$ cat src/design/wsp_pkg.sv
package wsp_pkg;

  // Default number of fraction bits of the fixed-point values.
  localparam int unsigned FRAC_BITS_DEF = 16;

  // Input item opcodes.
  localparam logic OP_LOAD    = 1'b0;
  localparam logic OP_PROJECT = 1'b1;

  // Result status codes.
  localparam logic [1:0] ST_VISIBLE   = 2'd0;
  localparam logic [1:0] ST_BEHIND    = 2'd1;
  localparam logic [1:0] ST_OFFSCREEN = 2'd2;

  // Configuration register indexes.
  localparam int unsigned CFG_IDX_W = 4;
  localparam logic [CFG_IDX_W-1:0] REG_SCREEN_WIDTH  = 4'd0;
  localparam logic [CFG_IDX_W-1:0] REG_SCREEN_HEIGHT = 4'd1;

  // Reset values of the viewport size.
  localparam logic [15:0] SCREEN_WIDTH_RST  = 16'd1920;
  localparam logic [15:0] SCREEN_HEIGHT_RST = 16'd1080;

  // Control that travels with an item down the pipeline.
  typedef struct packed {
    logic       valid;
    logic [1:0] status;
  } wsp_ctl_t;

endpackage

$ cat src/design/wsp_div.sv
module wsp_div import wsp_pkg::*; #(
  parameter int unsigned FRAC_BITS = FRAC_BITS_DEF
) (
  input  logic                 clk_i,
  input  logic                 rst_ni,
  input  logic                 en_i,
  input  wsp_ctl_t             ctl_i,
  input  logic signed [31:0]   clip_x_i,
  input  logic signed [31:0]   clip_y_i,
  input  logic signed [31:0]   clip_w_i,
  output wsp_ctl_t             ctl_o,
  output logic [FRAC_BITS:0]   quo_x_o,
  output logic [FRAC_BITS:0]   quo_y_o,
  output logic                 neg_x_o,
  output logic                 neg_y_o
);

  localparam int unsigned NS    = FRAC_BITS + 1;
  localparam int          WMR   = ((1 << FRAC_BITS) + 500) / 1000;
  localparam int          WMIN  = (WMR < 1) ? 1 : WMR;
  localparam logic signed [31:0] W_MIN = 32'(WMIN);

  logic signed [32:0] cx, cy, cw, mcw;
  logic               behind, offscr;
  logic [32:0]        ax, ay;
  wsp_ctl_t           c_ctl_d;

  wsp_ctl_t    c_ctl_q;
  logic [32:0] c_rx_q, c_ry_q;
  logic [31:0] c_d_q;
  logic        c_nx_q, c_ny_q;

  wsp_ctl_t     s_ctl_q [NS];
  logic [32:0]  s_rx_q  [NS];
  logic [32:0]  s_ry_q  [NS];
  logic [31:0]  s_d_q   [NS];
  logic [NS-1:0] s_qx_q [NS];
  logic [NS-1:0] s_qy_q [NS];
  logic         s_nx_q  [NS];
  logic         s_ny_q  [NS];

  // Classify: behind the camera, off screen, or visible.
  always_comb begin
    cx     = clip_x_i;
    cy     = clip_y_i;
    cw     = clip_w_i;
    mcw    = -cw;
    behind = clip_w_i < W_MIN;
    offscr = (cx < mcw) || (cx > cw) || (cy < mcw) || (cy > cw);
    ax     = clip_x_i[31] ? -cx : cx;
    ay     = clip_y_i[31] ? -cy : cy;
    c_ctl_d.valid = ctl_i.valid;
    if (behind) begin
      c_ctl_d.status = ST_BEHIND;
    end else if (offscr) begin
      c_ctl_d.status = ST_OFFSCREEN;
    end else begin
      c_ctl_d.status = ST_VISIBLE;
    end
  end

  always_ff @(posedge clk_i or negedge rst_ni) begin
    if (!rst_ni) begin
      c_ctl_q <= '0;
    end else if (en_i) begin
      c_ctl_q <= c_ctl_d;
    end
  end

  always_ff @(posedge clk_i) begin
    if (en_i) begin
      c_rx_q <= ax;
      c_ry_q <= ay;
      c_d_q  <= clip_w_i[31:0];
      c_nx_q <= clip_x_i[31];
      c_ny_q <= clip_y_i[31];
    end
  end

  // Restoring divider, one quotient bit per stage, most significant first.
  for (genvar s = 0; s < NS; s++) begin : g_stage
    wsp_ctl_t      ctl_in;
    logic [32:0]   rx_in, ry_in;
    logic [31:0]   d_in;
    logic [NS-1:0] qx_in, qy_in;
    logic          nx_in, ny_in;
    logic          gx, gy;
    logic [32:0]   rx_n, ry_n;

    if (s == 0) begin : g_first
      assign ctl_in = c_ctl_q;
      assign rx_in  = c_rx_q;
      assign ry_in  = c_ry_q;
      assign d_in   = c_d_q;
      assign qx_in  = '0;
      assign qy_in  = '0;
      assign nx_in  = c_nx_q;
      assign ny_in  = c_ny_q;
    end else begin : g_next
      assign ctl_in = s_ctl_q[s-1];
      assign rx_in  = s_rx_q[s-1];
      assign ry_in  = s_ry_q[s-1];
      assign d_in   = s_d_q[s-1];
      assign qx_in  = s_qx_q[s-1];
      assign qy_in  = s_qy_q[s-1];
      assign nx_in  = s_nx_q[s-1];
      assign ny_in  = s_ny_q[s-1];
    end

    always_comb begin
      gx   = rx_in >= {1'b0, d_in};
      gy   = ry_in >= {1'b0, d_in};
      rx_n = gx ? (rx_in - {1'b0, d_in}) : rx_in;
      ry_n = gy ? (ry_in - {1'b0, d_in}) : ry_in;
    end

    always_ff @(posedge clk_i or negedge rst_ni) begin
      if (!rst_ni) begin
        s_ctl_q[s] <= '0;
      end else if (en_i) begin
        s_ctl_q[s] <= ctl_in;
      end
    end

    always_ff @(posedge clk_i) begin
      if (en_i) begin
        s_rx_q[s] <= {rx_n[31:0], 1'b0};
        s_ry_q[s] <= {ry_n[31:0], 1'b0};
        s_d_q[s]  <= d_in;
        s_qx_q[s] <= {qx_in[NS-1:0] << 1} | NS'(gx);
        s_qy_q[s] <= {qy_in[NS-1:0] << 1} | NS'(gy);
        s_nx_q[s] <= nx_in;
        s_ny_q[s] <= ny_in;
      end
    end
  end

  assign ctl_o   = s_ctl_q[NS-1];
  assign quo_x_o = s_qx_q[NS-1];
  assign quo_y_o = s_qy_q[NS-1];
  assign neg_x_o = s_nx_q[NS-1];
  assign neg_y_o = s_ny_q[NS-1];

endmodule

$ cat config.mk
export PLATFORM = sky130hd
export DESIGN_NAME = wsp_div
export DESIGN_NICKNAME = d
export VERILOG_FILES = /design/src/design/wsp_pkg.sv /design/src/design/wsp_div.sv
export SDC_FILE = /design/constraint.sdc
export NUM_CORES = 2
export LEC_CHECK = 0
export ABC_AREA = 1
export BUFFER_PORTS_ARGS = -buffer_cell sky130_fd_sc_hd__clkbuf_2
export CORE_MARGIN = 8
export CORE_UTILIZATION = 50
export CTS_CLUSTER_DIAMETER = 120
export DETAILED_ROUTE_END_ITERATION = 8
export PLACE_DENSITY = 0.66
export SLEW_MARGIN = 20
export SYNTH_ARGS = -nofsm -noshare
export SYNTH_HDL_FRONTEND = slang
export SYNTH_SLANG_ARGS = --single-unit
export TNS_END_PERCENT = 5
$ cat constraint.sdc
create_clock -name clk_i -period 2.1 [get_ports clk_i]
set_input_delay 0.525 -clock clk_i [delete_from_list [all_inputs] [get_ports clk_i]]
set_output_delay 0.525 -clock clk_i [all_outputs]
set_load 0.05 [all_outputs]
==> flow_summary.toml <==
[critical_path]
crit_path_start_kind = "register"
critical_path_required_ps = 2790
crit_buf_inv = 8
path_max_fanout = 8
crit_chain = "inv_1 > ha_4 > buf_4 > nand2_1 > inv_1 > a21oi_4 > buf_12 > o21ai_4 > nand3_2 > nand3_2 > nand3_2 > nand3_2 > nand3b_1 > nand2_2 > inv_6 > buf_6 > buf_16 > nand2_1 > nand2_2 > buf_12"
path_delay_family = "buffers and inverters"
crit_top_cell = "nand3_2"
crit_arrival_ps = 3730
critPathSlowestCell = "edfxtp_1"
critPathKind = "register to register"
max_stage_delay_ps = 360
endpoint_kind = "register"

[die]
start_util_pct = 50.2
io-pin-count = 141
core-area_um2 = 268000
die_x_um = 535
dieArea_um2 = 286000
fp.dieH_um = 535
rows = 190

[finish]
ff_latch_area_um2 = 60700
drive_gt1_share_pct = 37.1
nNetsFinal = 22100
multi_input_area_um2 = 70500
n_fill_cell = 20000
fin_area_um2 = 197000
syn2layout_area_growth_pct = 46.6

[place]
gp_congestion = 1.01
place_area_um2 = 182000
hpwl_mm = 429
numPortBuffers = 138

[logic_synthesis]
yosys_warnings = 0
ys_ff_latch = 2030
synth_cells = 14700
yosysUniqueCellTypes = 68
synth-async-reset-ratio_pct = 2.66
synth_top_cell_by_area = "edfxtp_1"
synth.area.top_cells = "edfxtp_1 (44%), ha_1 (11%), nand2_1 (8.4%)"
ys_seq_area_share_pct = 45.1
synth-edff-count = 1976
netlist.area_leader.share_pct = 44.1
syn_area_um2 = 135000
postSynthAreaPerCell_um2 = 9.18
dominantRegCellSynth = "edfxtp_1"

[sta]
min_period_over_period_pct = 144
skew_ps = 75.1
fmax_mhz = 330
hold_viol_final = 0
tightest_slew_ps = 789
setup_tns_ps = -759880
rsz0062_at_grt = "yes"
setup_ws_ps = -933
min_period_ps = 3030
max-slew-margin-rel_pct = 46.7
setup_viol = 1074
slew_viol_final = 0

[grt]
grt-ovfl-total = 0
grt_antenna_before_repair = 38
grt_pass1_wl_mm = 760
grt_max_degree = 68
grt_pass1_vias = 126000
grt.total_usage_pct = 35.0

[route]
viasPerCell = 5.38
drt_iter0_markers = 12700
first_pass_iters = 9
detail_route.wl_per_cell_um = 21.9
ant_nets = 0
via_count = 132000
drt_wl_total_mm = 536
drc = 0

[clocking]
clkSinkCount = 2030
worstSkewPairLatency_ps = 940
clockBufferDepth = 4
cts_root_buf = "clkbuf_16"
cts-htree-levels = 4
cts_made_buffers = 223
path_clk_slew_ps = 60
cts_tree = "yes"

[status]
status = "finished, violations left"
violations = "negative setup slack"

[power_and_ir_drop]
p_leak_uw = 0.0905
vdd.ir_drop.worst_v = 0.000931
p_per_area_nw_per_um2 = 1620

[hold_path]
hp-class = "primary input to register"

[flow_run]
drv_cap = 0
[cells in the mapped netlist, types with 25 or more instances]
master,instances
ha_1,1213
nand2_1,3013
nor3_1,188
a221oi_1,39
xor2_1,372
a21oi_1,1362
o221a_2,28
nor2_1,1037
nand3_2,30
o211ai_1,85
fa_1,32
o21ai_2,296
buf_4,57
buf_6,81
o21ai_1,437
or2_2,31
inv_1,1599
a21boi_1,42
xnor2_1,651
a21oi_2,25
nor4_1,65
dfrtp_1,54
edfxtp_1,1976
o21bai_1,54
nand4_1,111
o21ai_0,875
nand2_2,157
inv_2,29
a211oi_1,32
a21o_1,59
nand3_1,315
buf_2,44
o21a_1,59
a31oi_1,37
[flip-flops by register name, summed over array words and instances, names as in the netlist]
signal,count
s_d_q,512
s_rx_q,512
s_ry_q,512
s_qx_q,153
s_qy_q,153
g_stage.ctl_in,48
c_rx_q,33
c_ry_q,33
c_d_q,32
s_nx_q,17
s_ny_q,17
c_ctl_q,3
ctl_o,3
c_nx_q,1
c_ny_q,1
[metal layers]
layer	track usage, %	vias to the layer above	share of wire [%]
li1	-	63100	-
met1	43.7	62100	40
met2	59.4	5090	47
met3	4.73	1289	6.8
met4	17.8	30	6.4
met5	0	-	0.037
[cell type report]
cell class	instances	share of cell area [%]
inverter	1643	3.24
sequential	2030	30.8
tap	3552	2.25
timing repair inverter	8	0.0545
timing repair buffer	6016	24.2
antenna	13	0.0165
multi-input combinational	10800	35.7
clock buffer	251	2.88
clock inverter	155	0.880
[report_power, final]
part | switching (uW) | total, uW | internal, uW
Sequential | 11500 | 74700 | 63200
Clock | 17800 | 40500 | 22700
Combinational | 106000 | 204000 | 98700
[path summary, 6_finish.rpt]
path / start / endpoint / slack, ps / cells after the start
max: c_d_q[4] / s_rx_q[0][24] / -930 / 20
max in group asynchronous: rst_ni / g_stage[12].ctl_in[2] / 1510 / 3
max reg2reg: c_d_q[4] / s_rx_q[0][24] / -930 / 20
min in group asynchronous: rst_ni / g_stage[16].ctl_in[0] / 110 / 2
min: clip_y_i[4] / c_ry_q[4] / 80 / 3
min reg2reg: s_qx_q[0][211] / s_qx_q[0][229] / 390 / 0
[repair_timing]
| action | 4_1_cts | 5_1_grt |
|---|---|---|
| buffers inserted | 63 | 170 |
| resized for setup | 426 | 763 |
| hold buffers | 37 | 0 |
| cloned | 20 | 40 |
| endpoints found under the setup margin | 1093 | 1096 |
| pin swaps | 49 | 169 |
| hold endpoints to repair | 90 | 0 |
[stage by stage]
step / std cells / setup slack (ps) / total power [uW] / hold slack [ps] / util (%)
5_1_grt: 24400 / -1050 / 336000 / 65.6 / 73.6
4_1_cts: 24300 / -801 / 305000 / 29.1 / 71.6
3_3_place_gp: 23700 / -1770 / 257000 / 400 / 67.8
3_5_place_dp: 23700 / -1630 / 259000 / 405 / 67.8
2_1_floorplan: 14700 / -1010 / 159000 / 229 / -
6_report: 24500 / -933 / 319000 / 81.8 / 73.6
[worst min-delay path: stages]
cell	delay (ps)
clkbuf_2	120
buf_4	140
xor2_1	60
[cell families after synthesis]
kind of cell	after synthesis	synth area share (%)
AND/OR/NAND/NOR	4998	15.4
AO/OA/AOI/OAI	3518	15.2
flip-flops	2030	45.1
buffers and inverters	1852	5.90
adder cells (fa/ha/maj)	1245	11.8
XOR/XNOR	1023	6.66
other	1	0.00279
[cells in the final DEF (no fill, tap or decap), types with 111 or more instances in the layout]
cell and n:
nand2_2 243, nand3_1 262, nor2_1 1003, o21ai_1 422, nand4_1 111, xnor2_1 646, buf_4 5598, clkbuf_16 253
inv_1 1499, nand2_1 2859, o21ai_2 346, o21ai_0 788, ha_1 1104, xor2_1 369, a21oi_1 1263, nor3_1 164
buf_12 133, clkbuf_2 137, edfxtp_1 1976
Note: power is estimated with default switching activity, not from simulation.
