--- config.mk ---
export PLATFORM = sky130hd
export DESIGN_NAME = wsp_view
export DESIGN_NICKNAME = d
export VERILOG_FILES = /design/src/design/wsp_pkg.sv /design/src/design/wsp_view.sv
export SDC_FILE = /design/constraint.sdc
export NUM_CORES = 1
export LEC_CHECK = 0
export ABC_CLOCK_PERIOD_IN_PS = 2200
export BUFFER_PORTS_ARGS = -buffer_cell sky130_fd_sc_hd__buf_2
export CORE_UTILIZATION = 35
export CTS_CLUSTER_SIZE = 28
export DETAILED_ROUTE_END_ITERATION = 8
export MAX_ROUTING_LAYER = met4
export PLACE_DENSITY = 0.5
export RECOVER_POWER = 100
export SYNTH_ARGS = -nofsm -noshare
export SYNTH_HDL_FRONTEND = slang
export SYNTH_SLANG_ARGS = --single-unit
--- constraint.sdc ---
create_clock -name clk_i -period 2.2 [get_ports clk_i]
set_clock_uncertainty 0.15 [all_clocks]
set_input_delay 0.44 -clock clk_i [delete_from_list [all_inputs] [get_ports clk_i]]
set_output_delay 0.44 -clock clk_i [all_outputs]
set_load 0.01 [all_outputs]
--- src/design/wsp_pkg.sv ---
package wsp_pkg;

  // Default number of fraction bits of the fixed-point values.
  localparam int unsigned FRAC_BITS_DEF = 16;

  // Input item opcodes.
  localparam logic OP_LOAD    = 1'b0;
  localparam logic OP_PROJECT = 1'b1;

  // Result status codes.
  localparam logic [1:0] ST_VISIBLE   = 2'd0;
  localparam logic [1:0] ST_BEHIND    = 2'd1;
  localparam logic [1:0] ST_OFFSCREEN = 2'd2;

  // Configuration register indexes.
  localparam int unsigned CFG_IDX_W = 4;
  localparam logic [CFG_IDX_W-1:0] REG_SCREEN_WIDTH  = 4'd0;
  localparam logic [CFG_IDX_W-1:0] REG_SCREEN_HEIGHT = 4'd1;

  // Reset values of the viewport size.
  localparam logic [15:0] SCREEN_WIDTH_RST  = 16'd1920;
  localparam logic [15:0] SCREEN_HEIGHT_RST = 16'd1080;

  // Control that travels with an item down the pipeline.
  typedef struct packed {
    logic       valid;
    logic [1:0] status;
  } wsp_ctl_t;

endpackage

--- src/design/wsp_view.sv ---
module wsp_view import wsp_pkg::*; #(
  parameter int unsigned FRAC_BITS = FRAC_BITS_DEF
) (
  input  logic               clk_i,
  input  logic               rst_ni,
  input  logic               en_i,
  input  wsp_ctl_t           ctl_i,
  input  logic [FRAC_BITS:0] quo_x_i,
  input  logic [FRAC_BITS:0] quo_y_i,
  input  logic               neg_x_i,
  input  logic               neg_y_i,
  input  logic [15:0]        width_i,
  input  logic [15:0]        height_i,
  output wsp_ctl_t           ctl_o,
  output logic [31:0]        screen_x_o,
  output logic [31:0]        screen_y_o
);

  localparam int unsigned AW = FRAC_BITS + 2;
  localparam int unsigned PW = AW + 16;
  localparam int unsigned SW = (PW - 1 > 33) ? PW - 1 : 33;
  localparam logic [AW-1:0] ONE = AW'(1) << FRAC_BITS;

  logic [AW-1:0] ax, ay;
  logic [PW-1:0] px_q, py_q;
  wsp_ctl_t      m_ctl_q;
  logic [SW-1:0] hx, hy;
  logic [31:0]   sx_d, sy_d;
  wsp_ctl_t      o_ctl_q;
  logic [31:0]   sx_q, sy_q;

  // Shift ndc from [-1,1] to [0,2], y flipped, and scale by the viewport.
  always_comb begin
    ax = neg_x_i ? (ONE - AW'(quo_x_i)) : (ONE + AW'(quo_x_i));
    ay = neg_y_i ? (ONE + AW'(quo_y_i)) : (ONE - AW'(quo_y_i));
  end

  always_ff @(posedge clk_i) begin
    if (en_i) begin
      px_q <= PW'(ax) * PW'(width_i);
      py_q <= PW'(ay) * PW'(height_i);
    end
  end

  // Halve, saturate, and clear the coordinates of points not visible.
  always_comb begin
    hx = SW'(px_q >> 1);
    hy = SW'(py_q >> 1);
    sx_d = (hx[SW-1:32] != '0) ? 32'hFFFFFFFF : hx[31:0];
    sy_d = (hy[SW-1:32] != '0) ? 32'hFFFFFFFF : hy[31:0];
    if (m_ctl_q.status != ST_VISIBLE) begin
      sx_d = '0;
      sy_d = '0;
    end
  end

  always_ff @(posedge clk_i or negedge rst_ni) begin
    if (!rst_ni) begin
      m_ctl_q <= '0;
      o_ctl_q <= '0;
    end else if (en_i) begin
      m_ctl_q <= ctl_i;
      o_ctl_q <= m_ctl_q;
    end
  end

  always_ff @(posedge clk_i) begin
    if (en_i) begin
      sx_q <= sx_d;
      sy_q <= sy_d;
    end
  end

  assign ctl_o      = o_ctl_q;
  assign screen_x_o = sx_q;
  assign screen_y_o = sy_q;

endmodule

==> results of run 1 <==
==> final timing paths <==
path / endpoint
worst max register to register: screen_y_o[20]$_SDFFCE_PP0P_
worst min register to register: ctl_o[2]$_DFFE_PN0P_
max in group asynchronous: m_ctl_q[1]$_DFFE_PN0P_
worst max-delay path: px_q[31]$_DFFE_PP_
worst min-delay path: m_ctl_q[2]$_DFFE_PN0P_
min in group asynchronous: m_ctl_q[2]$_DFFE_PN0P_
==> cells in the mapped netlist (all sizes together), types with 2 or more instances <==
master / instances
nand4: 6
o31ai: 7
nor3: 16
nand2b: 6
mux2: 7
nor2b: 4
a41oi: 5
clkbuf: 103
ha: 214
fa: 444
o221ai: 3
a211oi: 15
a21boi: 4
o21bai: 7
and4: 2
and3: 9
nand2: 375
and2: 247
a31o: 3
xor2: 33
nand3: 18
o211ai: 3
buf: 13
a21o: 30
or2: 2
nor4: 3
o21ai: 34
a31oi: 10
edfxtp: 130
a21oi: 68
nor3b: 2
or3: 11
nor2: 52
inv: 526
xnor2: 52
dfrtp: 6
a211o: 6
a221o: 2
o21a: 79
==> cell families after synthesis <==
group                      Yosys count  share of synthesized area
buffers and inverters              642                     0.0987
adders and majority gates          658                      0.472
muxes                                7                    0.00322
AOI/OAI and AO/OA                  288                     0.0797
DFF                                136                      0.166
xor gates and xnor gates            85                     0.0307
and+or+nand+nor                    757                      0.150
==> final cells by class <==
type	count	area, µm²
tap	931	1160
clock inverter	15	176
inverter	526	1990
sequential	136	4050
antenna	1	2.50
fill	6595	35700
timing repair buffer	637	5000
multi-input combinational	1795	20400
clock buffer	17	425
==> registers in the layout (all words and copies together) (netlist names) <==
| signal | count |
|---|---|
| ctl_o | 3 |
| m_ctl_q | 3 |
| px_q | 33 |
| py_q | 33 |
| screen_x_o | 32 |
| screen_y_o | 32 |
==> stage by stage <==
step,worst slack (ns),instances
after floorplan,-5.39,2573
after global placement,-5.64,3948
after detailed placement,-5.73,3948
after CTS,-5.17,4024
after global routing,-5.34,4057
final,-5.18,4058
==> what timing repair did <==
action                     CTS  global route
gates resized for setup    263           177
pin swaps                  128           141
hold endpoints to repair     6             0
gates cloned                 1             1
setup endpoints to repair   64            63
hold buffers                 1             0
setup buffers               44            40
==> metal layers <==
layer  vias to the layer above  GRT usage  share of wire
li1                       9031          -              -
met2                       317      0.324           0.49
met4                         0     0.0342          0.013
met5                         -          -              0
met3                        58     0.0185          0.033
met1                      9892      0.263           0.46
==> results.sh, run 1 <==
export IMPL_antenna_found_initial=0
export IMPL_ys_warn_count=0
export IMPL_ctsHtreeMaxLevel=4
export IMPL_r2r_start="m_ctl_q[1]$_DFFE_PN0P_"
export IMPL_violations="setup timing"
export IMPL_cp_end_kind="flip-flop"
export IMPL_grt_setup_unrepaired="true"
export IMPL_drt_pass1_iter_count=5
export IMPL_wl_per_cell_um=16.0
export IMPL_yosysSeqAreaShare=0.166
export IMPL_netlist_area_mm2=0.0245
export IMPL_drcViolationCount=0
export IMPL_worstHoldPathCells=2
export IMPL_post_route_period_util=3.36
export IMPL_mostFrequentLayoutCell="inv_1"
export IMPL_hp_start="ctl_i[2]"
export IMPL_numCtsBuffers=17
export IMPL_grt_first_pass_wirelength_mm=107
export IMPL_grt_overflow_total=0
export IMPL_cp_arrival_ns=7.41
export IMPL_crit_path_top_delay_cell="fa_2"
export IMPL_port_buffers=140
export IMPL_vias=19300
export IMPL_clk_latency_ns=0.44
export IMPL_synth_edf_count=130
export IMPL_clkSinkCount=136
export IMPL_placed_area_mm2=0.0301
export IMPL_fin_hold_ws_ns=0.0871
export IMPL_antenna_left=0
export IMPL_fp_coreArea_mm2=0.0689
export IMPL_synthTopCellsByArea="fa_1, edfxtp_1, ha_1, inv_1, and2_1"
export IMPL_hold_class="in -> reg"
export IMPL_grt_pass1_vias=20900
export IMPL_drive_gt1_frac=0.318
export IMPL_start_kind="input pin"
export IMPL_report_final_setup_viol=64
export IMPL_final_hold_viol_count=0
export IMPL_rows=96
export IMPL_fmax_mhz=135
export IMPL_synth_main_ff_cell="edfxtp_1"
export IMPL_yosysTopAreaCell="fa_1"
export IMPL_fin_area_mm2=0.0332
export IMPL_cp_depth=26
export IMPL_path_clk_slew_ns=0.07
export IMPL_slew_violations=0
export IMPL_regToRegSetupSlack_ns=0.32
export IMPL_finalSetupTns_ns=-241.40
export IMPL_slowest_delay_ns=0.58
export IMPL_max_clock_path_buffers=2
export IMPL_worstPathRequired_ns=2.23
export IMPL_first_iter_violations=742
export IMPL_die_h_um=267
export IMPL_routed_wl_mm=65.1
export IMPL_synth_top_area_share=0.363
export IMPL_ys_ff_latch=136
export IMPL_dp_hpwl_mm=53.5
export IMPL_fp_dieArea_mm2=0.0710
export IMPL_setup_ws_ns=-5.18
export IMPL_start_util=0.355
export IMPL_min_period_ns=7.38
export IMPL_fin_nets=3845
export IMPL_synth_cell_types=63
export IMPL_fin_util=0.482
export IMPL_async_flop_share=0.0441
export IMPL_crit_family="adder cells"
export IMPL_critPathMaxFanout=4
export IMPL_critPathKind="in -> reg"
export IMPL_area_growth_pct=35.7
export IMPL_drt_vias_per_instance=4.76
export IMPL_synth_nets=3305
export IMPL_reg2reg_depth=3
export IMPL_track_usage=0.196
export IMPL_maxCapViolCount=0
export IMPL_crit_buf_inv=5
export IMPL_tritoncts="yes"
export IMPL_grt_max_degree=49
export IMPL_gp_congestion=0.881
export IMPL_ctsRootBufferMaster="clkbuf_16"
export IMPL_status="complete, but fails checks"
export IMPL_cp_startpoint="quo_x_i[6]"
export IMPL_worst_pin_slew_ns=1.43
export IMPL_die_w_um=267
export IMPL_io_pins=141
export IMPL_crit_path_frequent_cell="fa_1"
export IMPL_avgSynthCellArea_um2=9.52
export IMPL_slew_headroom=0.0499
export IMPL_final_cell_mix="inv_1, fa_1, buf_4"
export IMPL_netlist_instances=2573
Power of run 1 is not shown: default switching activity piles up to over one toggle a cycle in this logic, so the estimate is an artifact.
==> run 2: changes to the inputs <==
Settings changed: BUFFER_PORTS_ARGS -buffer_cell sky130_fd_sc_hd__buf_2 to not set, DONT_BUFFER_PORTS set to 1, PLACE_DENSITY 0.5 to 0.48.
==> results.sh, run 2 (synthesis gave the netlist of run 1 again) <==
export IMPL_status="complete, but fails checks"
export IMPL_violations="setup timing"
export IMPL_rows=96
export IMPL_fin_cells=3827
export IMPL_fin_hold_ws_ns=0.0644
export IMPL_fmax_mhz=137
export IMPL_drt_vias_per_instance=4.79
export IMPL_antenna_found_initial=0
export IMPL_post_place_ws_ns=-5.60
export IMPL_busiest_layer="met2"
export IMPL_mostFrequentLayoutCell="inv_1"
export IMPL_ctsRootBufferMaster="clkbuf_16"
export IMPL_grt_first_pass_wirelength_mm=105
export IMPL_worstReg2RegEnd="screen_y_o[24]$_SDFFCE_PP0P_"
export IMPL_cp_startpoint="quo_x_i[6]"
export IMPL_crit_path_frequent_cell="fa_1"
export IMPL_grt_setup_unrepaired="true"
export IMPL_max_clock_path_buffers=2
export IMPL_hp_start="en_i"
export IMPL_crit_path_top_delay_cell="fa_1"
export IMPL_slew_headroom=0.470
export IMPL_min_period_ns=7.29
export IMPL_vias=18300
export IMPL_antenna_left=0
export IMPL_post_route_period_util=3.31
export IMPL_worstPathRequired_ns=2.22
export IMPL_critPathKind="in -> reg"
export IMPL_place_inst=3707
export IMPL_die_h_um=267
export IMPL_maxCapViolCount=0
export IMPL_fp_dieArea_mm2=0.0710
export IMPL_final_hold_viol_count=0
export IMPL_reg2reg_depth=3
export IMPL_cp_end_kind="flip-flop"
export IMPL_clkSinkCount=136
export IMPL_critPathMaxFanout=3
export IMPL_start_kind="input pin"
export IMPL_path_clk_slew_ns=0.06
export IMPL_fin_util=0.456
export IMPL_grt_max_degree=94
export IMPL_setup_ws_ns=-5.09
export IMPL_regToRegSetupSlack_ns=0.41
export IMPL_drcViolationCount=0
export IMPL_cp_arrival_ns=7.31
export IMPL_track_usage=0.191
export IMPL_area_growth_pct=28.4
export IMPL_numCtsBuffers=17
export IMPL_slowest_delay_ns=0.51
export IMPL_gp_congestion=0.893
export IMPL_io_pins=141
export IMPL_grt_overflow_total=0
export IMPL_met2_usage=0.319
export IMPL_crit_path_end="px_q[31]$_DFFE_PP_"
export IMPL_clk_latency_ns=0.42
export IMPL_drt_pass1_iter_count=5
export IMPL_grt_pass1_vias=20100
export IMPL_tritoncts="yes"
export IMPL_port_buffers=0
export IMPL_start_util=0.355
export IMPL_worst_pin_slew_ns=0.796
export IMPL_slew_violations=0
export IMPL_fp_coreArea_mm2=0.0689
export IMPL_met3_usage=0.0233
export IMPL_fillers=6736
export IMPL_fin_nets=3614
export IMPL_final_cell_mix="inv_1, fa_1, nand2_1"
export IMPL_routed_wl_mm=63.5
export IMPL_report_final_setup_viol=64
export IMPL_ctsHtreeMaxLevel=4
export IMPL_drive_gt1_frac=0.272
export IMPL_r2r_start="m_ctl_q[1]$_DFFE_PN0P_"
export IMPL_hold_class="in -> reg"
export IMPL_first_iter_violations=675
export IMPL_die_w_um=267
export IMPL_met1_usage=0.255
export IMPL_dp_hpwl_mm=51.3
export IMPL_reg_top3="px_q (33), py_q (33)"
export IMPL_wl_per_cell_um=16.6
[run 2: how the worst min path moves through the flow]
stage,cells past startpoint,slack [ns],to
after global routing,0,0.01,screen_y_o[16]$_SDFFCE_PP0P_
final,0,0.06,screen_x_o[10]$_SDFFCE_PP0P_
after detailed placement,0,-0.005,ctl_o[1]$_DFFE_PN0P_
after CTS,0,0.003,screen_y_o[16]$_SDFFCE_PP0P_
after global placement,0,-0.005,ctl_o[0]$_DFFE_PN0P_
after floorplan,0,-0.006,ctl_o[0]$_DFFE_PN0P_
[run 2: what timing repair did]
action / CTS / global route
setup buffers: 49 / 39
setup endpoints to repair: 63 / 62
resized for setup: 232 / 130
hold buffers: 8 / 0
pin swaps: 145 / 99
hold endpoints to repair: 25 / 0
cloned: 1 / 1
[run 2: critical path, delay by kind of cell]
family,cells,cell delay (ns)
and+or+nand+nor,9,2.23
buffers and inverters,5,0.42
AOI/OAI and AO/OA,4,0.91
xor gates and xnor gates,1,0.17
adders and majority gates,7,3.11
[run 2: final cells by class]
cell class | count | area (µm²) | share of cell area
flip-flops and latches | 136 | 4050 | 0.129
inverters | 526 | 2010 | 0.0638
repair buffers | 405 | 3430 | 0.109
clock buffers | 17 | 425 | 0.0135
well taps | 931 | 1160 | 0.0371
diodes | 1 | 2.50 | 0.0000796
multi-input cells | 1796 | 20200 | 0.641
clock inverters | 15 | 201 | 0.00641
[run 2: routing by layer]
| layer | vias up | wire length, µm |
|---|---|---|
| li1 | 8570 | - |
| met1 | 9443 | 28900 |
| met2 | 287 | 31600 |
| met3 | 36 | 2320 |
| met4 | 0 | 608 |
| met5 | - | 0 |
[run 2: through the flow]
stage                     setup TNS (ns)  cell area [µm²]
final                            -235.65            31400
after detailed placement         -273.05            28500
after global routing             -247.13            31400
after CTS                        -233.65            30700
after global placement           -270.80            28500
after floorplan                  -246.60            25700
Power of run 2 is left out for the same reason.
